--- config.mk ---
export PLATFORM = sky130hd
export DESIGN_NAME = csol_ctrl
export DESIGN_NICKNAME = d
export VERILOG_FILES = /design/src/hw/rtl/csol_pkg.sv /design/src/hw/rtl/csol_ctrl.sv
export SDC_FILE = /design/constraint.sdc
export NUM_CORES = 1
export LEC_CHECK = 0
export ABC_AREA = 1
export BUFFER_PORTS_ARGS = -buffer_cell sky130_fd_sc_hd__buf_2
export CAP_MARGIN = 20
export CORE_AREA = 2 2 39 41
export DETAILED_ROUTE_END_ITERATION = 16
export DIE_AREA = 0 0 41 43
export HOLD_SLACK_MARGIN = 0.05
export PLACE_DENSITY = 0.3
export REMOVE_ABC_BUFFERS = 1
export SKIP_CTS_REPAIR_TIMING = 1
export SYNTH_ARGS = -nofsm -noshare
export SYNTH_HDL_FRONTEND = slang
export SYNTH_SLANG_ARGS = --single-unit
--- constraint.sdc ---
create_clock -name i_clk -period 1.9 [get_ports i_clk]
set_input_delay 0.285 -clock i_clk [delete_from_list [all_inputs] [get_ports i_clk]]
set_output_delay 0.285 -clock i_clk [all_outputs]
set_load 0.005 [all_outputs]
--- src/hw/rtl/csol_pkg.sv ---
`timescale 1ns / 1ps
// Shared types and constants for the count-ordered self-organizing list.
// Used by csol_ctrl, csol_datapath and the top level; depends on nothing.

package csol_pkg;

    // Number of list entries the block holds.
    localparam int CAPACITY = 16;

    // Widths that follow from the capacity.
    localparam int IDX_W = (CAPACITY > 1) ? $clog2(CAPACITY) : 1;
    localparam int CNT_W = $clog2(CAPACITY + 1);

    // Fixed field widths of the item ports.
    localparam int OP_W   = 3;
    localparam int KEY_W  = 64;
    localparam int SLOT_W = 4;
    localparam int HIT_W  = 32;
    localparam int POS_W  = 4;
    localparam int ITEM_W = 5;

    // Common width for comparing a slot number against the fill count.
    localparam int CMP_W = (SLOT_W > CNT_W) ? SLOT_W : CNT_W;

    localparam logic [HIT_W-1:0] HIT_MAX = '1;

    // Operation codes carried in the opcode field.
    localparam logic [OP_W-1:0] OP_INSERT = 3'd0;
    localparam logic [OP_W-1:0] OP_REMOVE = 3'd1;
    localparam logic [OP_W-1:0] OP_SEARCH = 3'd2;
    localparam logic [OP_W-1:0] OP_CLEAR  = 3'd3;
    localparam logic [OP_W-1:0] OP_READ   = 3'd4;

    // Controller states.
    typedef enum logic [1:0] {
        S_IDLE,
        S_FETCH,
        S_EXEC
    } t_state;

    // Commands from the controller to the datapath.
    typedef struct packed {
        logic load;
        logic fetch;
        logic exec;
    } t_dp_cmd;

    // Status from the datapath to the controller.
    typedef struct packed {
        logic in_search;
    } t_dp_sts;

endpackage

--- src/hw/rtl/csol_ctrl.sv ---
`timescale 1ns / 1ps
// Controller state machine of the count-ordered self-organizing list.
// Depends on csol_pkg for the state type and the command and status structs.

module csol_ctrl (
    input  logic               i_clk,
    input  logic               i_rst_n,
    input  logic               i_valid,
    output logic               o_stall,
    output logic               o_valid,
    input  logic               i_stall,
    output csol_pkg::t_dp_cmd  o_cmd,
    input  csol_pkg::t_dp_sts  i_sts
);

    csol_pkg::t_state r_state;
    csol_pkg::t_state n_state;
    logic             r_out_valid;
    logic             n_out_valid;
    logic             accept;
    logic             out_free;

    assign accept   = i_valid && (r_state == csol_pkg::S_IDLE);
    assign out_free = !r_out_valid || !i_stall;

    // Next state.
    always_comb begin
        n_state = r_state;
        unique case (r_state)
            csol_pkg::S_IDLE: begin
                if (accept) begin
                    n_state = i_sts.in_search ? csol_pkg::S_FETCH : csol_pkg::S_EXEC;
                end
            end
            csol_pkg::S_FETCH: begin
                n_state = csol_pkg::S_EXEC;
            end
            csol_pkg::S_EXEC: begin
                if (out_free) begin
                    n_state = csol_pkg::S_IDLE;
                end
            end
            default: begin
                n_state = csol_pkg::S_IDLE;
            end
        endcase
    end

    // Outputs.
    always_comb begin
        o_stall     = 1'b1;
        o_cmd       = '0;
        unique case (r_state)
            csol_pkg::S_IDLE: begin
                o_stall    = 1'b0;
                o_cmd.load = accept;
            end
            csol_pkg::S_FETCH: begin
                o_cmd.fetch = 1'b1;
            end
            csol_pkg::S_EXEC: begin
                o_cmd.exec = out_free;
            end
            default: begin
                o_stall = 1'b1;
            end
        endcase
    end

    // The result register is full from execution until the item is taken.
    always_comb begin
        n_out_valid = r_out_valid;
        if (o_cmd.exec) begin
            n_out_valid = 1'b1;
        end else if (!i_stall) begin
            n_out_valid = 1'b0;
        end
    end

    always_ff @(posedge i_clk) begin
        if (!i_rst_n) begin
            r_state     <= csol_pkg::S_IDLE;
            r_out_valid <= 1'b0;
        end else begin
            r_state     <= n_state;
            r_out_valid <= n_out_valid;
        end
    end

    assign o_valid = r_out_valid;

`ifndef ASSERT_OFF
    a_exec_needs_room: assert property (@(posedge i_clk) disable iff (!i_rst_n)
        o_cmd.exec |-> (!r_out_valid || !i_stall))
        else $error("execution would overwrite a result that was not taken");
    a_exec_gives_result: assert property (@(posedge i_clk) disable iff (!i_rst_n)
        o_cmd.exec |=> r_out_valid)
        else $error("execution did not present a result");
    a_fetch_then_exec: assert property (@(posedge i_clk) disable iff (!i_rst_n)
        (r_state == csol_pkg::S_FETCH) |=> (r_state == csol_pkg::S_EXEC))
        else $error("counter fetch was not followed by execution");
    a_accept_leaves_idle: assert property (@(posedge i_clk) disable iff (!i_rst_n)
        accept |=> (r_state != csol_pkg::S_IDLE))
        else $error("accepted item was not processed");
`endif

endmodule

; After elaboration in Yosys (flattened, before gate mapping)
; Index checks and enable logic that the tools add are counted.
[totals]
ff_bits = 3
latchBits = 0
mem_bits_rw = 0
rom_bits = 0
output_inout_bits = 5
word_cells = 23
memories = 0
[classes]
addsub = 0
multipliers = 0
div = 0
order_cmp = 0
n_eq_ne = 5
shifts = 0
muxes = 10
n_bitwise = 0
n_reduce_logical = 6
[op_table]
columns = operator, n
row1 = two-way mux 1 bit, 6
row2 = two-way mux 2 bit, 3
row3 = case mux 2 bit (3 select lines), 1
row4 = inequality test 2 bit (second input constant), 2
row5 = equality test 2 x 1 -> 1 bit (second input constant), 1
row6 = equality test 2 bit (second input constant), 1
row7 = logical NOT 1 bit, 2
row8 = logical NOT 2 bit, 1
row9 = inequality test 2 x 1 -> 1 bit (second input constant), 1
row10 = AND reduction 2 bit, 1
row11 = logical AND 1 bit, 1
row12 = logical OR 1 bit, 1

; Longest topological paths before layout
[logic_depth]
depth_word = 4
ltp_mapped = 5

; Worst setup path before layout
; No wires, ideal clock.
[synth_timing]
path_kind = register to output
from = reg r_state[1]
to = out o_cmd[0] (netlist name)
t_arrival_ps = 646
path_slack_ps = 969
path_stages_with_launch = 4
path_buffers = 1
path_cell_list = dfxtp_1 nand2_1 a21oi_1 buf_4
[synth_rtl]
columns = element, line_no
row1 = start: declaration, csol_ctrl.sv:16  ; csol_pkg::t_state r_state;
row2 = start signal: assignment, csol_ctrl.sv:82  ; r_state <= csol_pkg::S_IDLE;
row3 = start signal: assignment, csol_ctrl.sv:85  ; r_state <= n_state;
row4 = end: declaration, csol_ctrl.sv:12  ; output csol_pkg::t_dp_cmd o_cmd,

==> results.md <==
* Status: finished, final reports clean
* PortBufs at 9
* Number of global-route vias before repair at about 150
* Die area at 1763 µm²
* Post-synthesis xor/xnor area fraction at 0
* Inst Count DP at 48
* Sequential area share after synthesis at 0.3902
* WP data arrival at between 0.9 and 1 ns
* WL final at roughly 320 µm
* Num Clock Sinks at 3
* ANT cells at 0
* Synth Instances at 24
* Reg clk slew, reported paths at 0.03 ns
* Register area at 60.06 µm²
* Req. time, crit path at between 1.5 and 2 ns
* First-pass GRT wire length at 476 µm
* CP bufs+invs at 2
* Critical path class: register to output port
* Mapped Area at around 150 µm²
* Post-detailed-placement half-perimeter wirelength at around 270 µm
* Max VDD drop at 144.2 µV
* Fraction of synthesized area in multiplexers at 0
* Max incr delay on CP at 0.32 ns
* I/O pin cnt at 10
* Synth Register Bits at 3
* Slew Limit Fails at 0
* Family with the most delay on the worst path: flip-flops
* Longest Clk Path Bufs at 2
* Most area-hungry cell type in the Yosys netlist: dfxtp_1
* Skew-Pair Late Insertion Delay at 0.23 ns
* Worst path slowest cell: dfxtp_1
* Filler cell count at approximately 160
* Pre-CTS setup slack at a little under 0.9 ns
* Starting Density at 0.1112
* Commonest non-fill, non-tap cell in the layout: buf_2
* Largest family of logic cells by synthesized area: simple AND/OR/NAND/NOR gates
* CP Max Fanout at 3
* GRT overflow at 0
* CP Launch Type: register
* Leakage at about 0.14 nW
* FMAX at between 0.8 and 0.9 GHz
* Top post-synthesis cells by area: dfxtp_1 39%, inv_1 15%, nand2_1 15%
* Final Power at roughly 0.21 mW
* CTS tree: built
* Top cell type's share of synthesized area at 0.3902
* Gpl congestion at 0.5721
* HP Start: i_rst_n
* Adder-Cell Fraction of Synth Area at 0
* Critical R2R Launch: r_state[0]$_SDFFE_PN0P_
* Setup-failing EPs final at 0
* Period Utilization, post-route at 0.6516
* Setup tns final at 0 ns
* RSZ-0062 raised after global routing: no
* Setup slack after layout at 0.6620 ns
* Die outline height at ~43 µm
* Critical path origin: r_state[0]$_SDFFE_PN0P_
* Multi-input gate area at 63.81 µm²
* Synth unique cells at 8
* Gr usage total at 0.04614
* Final Non-Filler Cells at 52
* Slew @ Worst Pin at around 0.15 ns
* Routed wire per std cell at a little over 6 µm
* CP Cell Sequence: nor2_2 -> nand2_1 -> inv_1 -> buf_2
* Via Count at between 150 and 200
* DRT iter0 DRCs at 0
* Yosys warns at 0
* Simple-gate share of the synthesized area at 0.3496
* Crit. End Element: output port
* Num CTS Buffers at 3
* Max_cap viols at 0
* Nets@finish at 42
* Antenna violation net count after detailed routing at 0
* Hold Vio Cnt, Final at 0
* Synth Area in Compound Gates at 0.06504
* Num rows at 14
* Largest net degree at the start of global routing at 5
* Initial antenna violation count at 0
* Core area at roughly 1400 µm²
* Chip width at slightly above 40 µm
* Share of cells above drive strength 1 at 0.3889
* DRC viols at 0
* Via density at between 3 and 4
* DRT Pass-1 Iters at 1
* Worst slew margin at 0.9028
* Clock skew at slightly above 0.00005 ns
* Clock Tree Root: clkbuf_4
* Hold crit path type: primary input to register
* H-tree levels at 1
* Area growth syn-to-layout at 54.47%
* Most frequent cells in the layout: 9 x buf_2, 6 x inv_1, 6 x nand2_1
* Pwr per Cell Area at roughly 900 nW/µm²
* Final min period at around 1.2 ns
* Syn_area_per_cell at approximately 6.4 µm²
==> layer usage <==
metal	vias up	track usage	share of wire
li1	91	-	-
met1	61	0.04808	0.48
met2	9	0.05000	0.38
met3	0	0.01571	0.14
met4	0	0.08000	0
met5	-	0	0
==> worst register-to-register path, delay by kind of cell (launching register included) <==
family           cells  cell delay (ns)
flip-flops           1             0.32
AND/OR/NAND/NOR      4             0.31
==> cells by family after synthesis <==
kind of cell	after synthesis
buffers and inverters	7
DFF	3
and+or+nand+nor	12
AOI/OAI and AO/OA	2
==> path summary, 6_finish.rpt <==
kind / slack [ns] / to / cells after the start
worst max-delay path: 0.66 / o_cmd[2] / 4
worst min register to register: 0.49 / o_valid$_SDFFE_PN0P_ / 2
worst max register to register: 1.16 / r_state[1]$_SDFFE_PN0P_ / 4
worst min-delay path: 0.30 / r_state[1]$_SDFFE_PN0P_ / 3
==> cells in the mapped netlist <==
library cell / instances
inv_1: 6
nor2_2: 1
nand2_1: 6
a21oi_1: 2
nor2_1: 4
buf_4: 1
nor3_2: 1
dfxtp_1: 3
==> registers in the layout (all words and copies together), names as in the netlist <==
name     flops
o_valid      1
r_state      2
==> metrics by stage <==
stage	util	hold WS, ns	area, µm²
after detailed placement	0.1528	0.4940	211.5
after global placement	0.1528	0.5004	211.5
final	0.1718	0.3027	237.7
after floorplan	-	0.4108	146.4
after CTS	0.1718	0.2979	237.7
after global routing	0.1718	0.3014	237.7
==> cell type report <==
class | count | share of cell area
clock buffer | 4 | 0.1105
inverter | 6 | 0.09474
multi-input combinational | 14 | 0.2684
sequential | 3 | 0.2526
tap | 16 | 0.08421
timing repair buffer | 9 | 0.1895
==> where the power goes <==
group	leakage, nW	switching [mW]	internal, mW
Combinational	0.102	0.0170	0.0156
Sequential	0.0246	0.00393	0.0680
Clock	0.0150	0.0304	0.0785
Total	0.141	0.0513	0.162
Power figures use the tool's default switching activity.
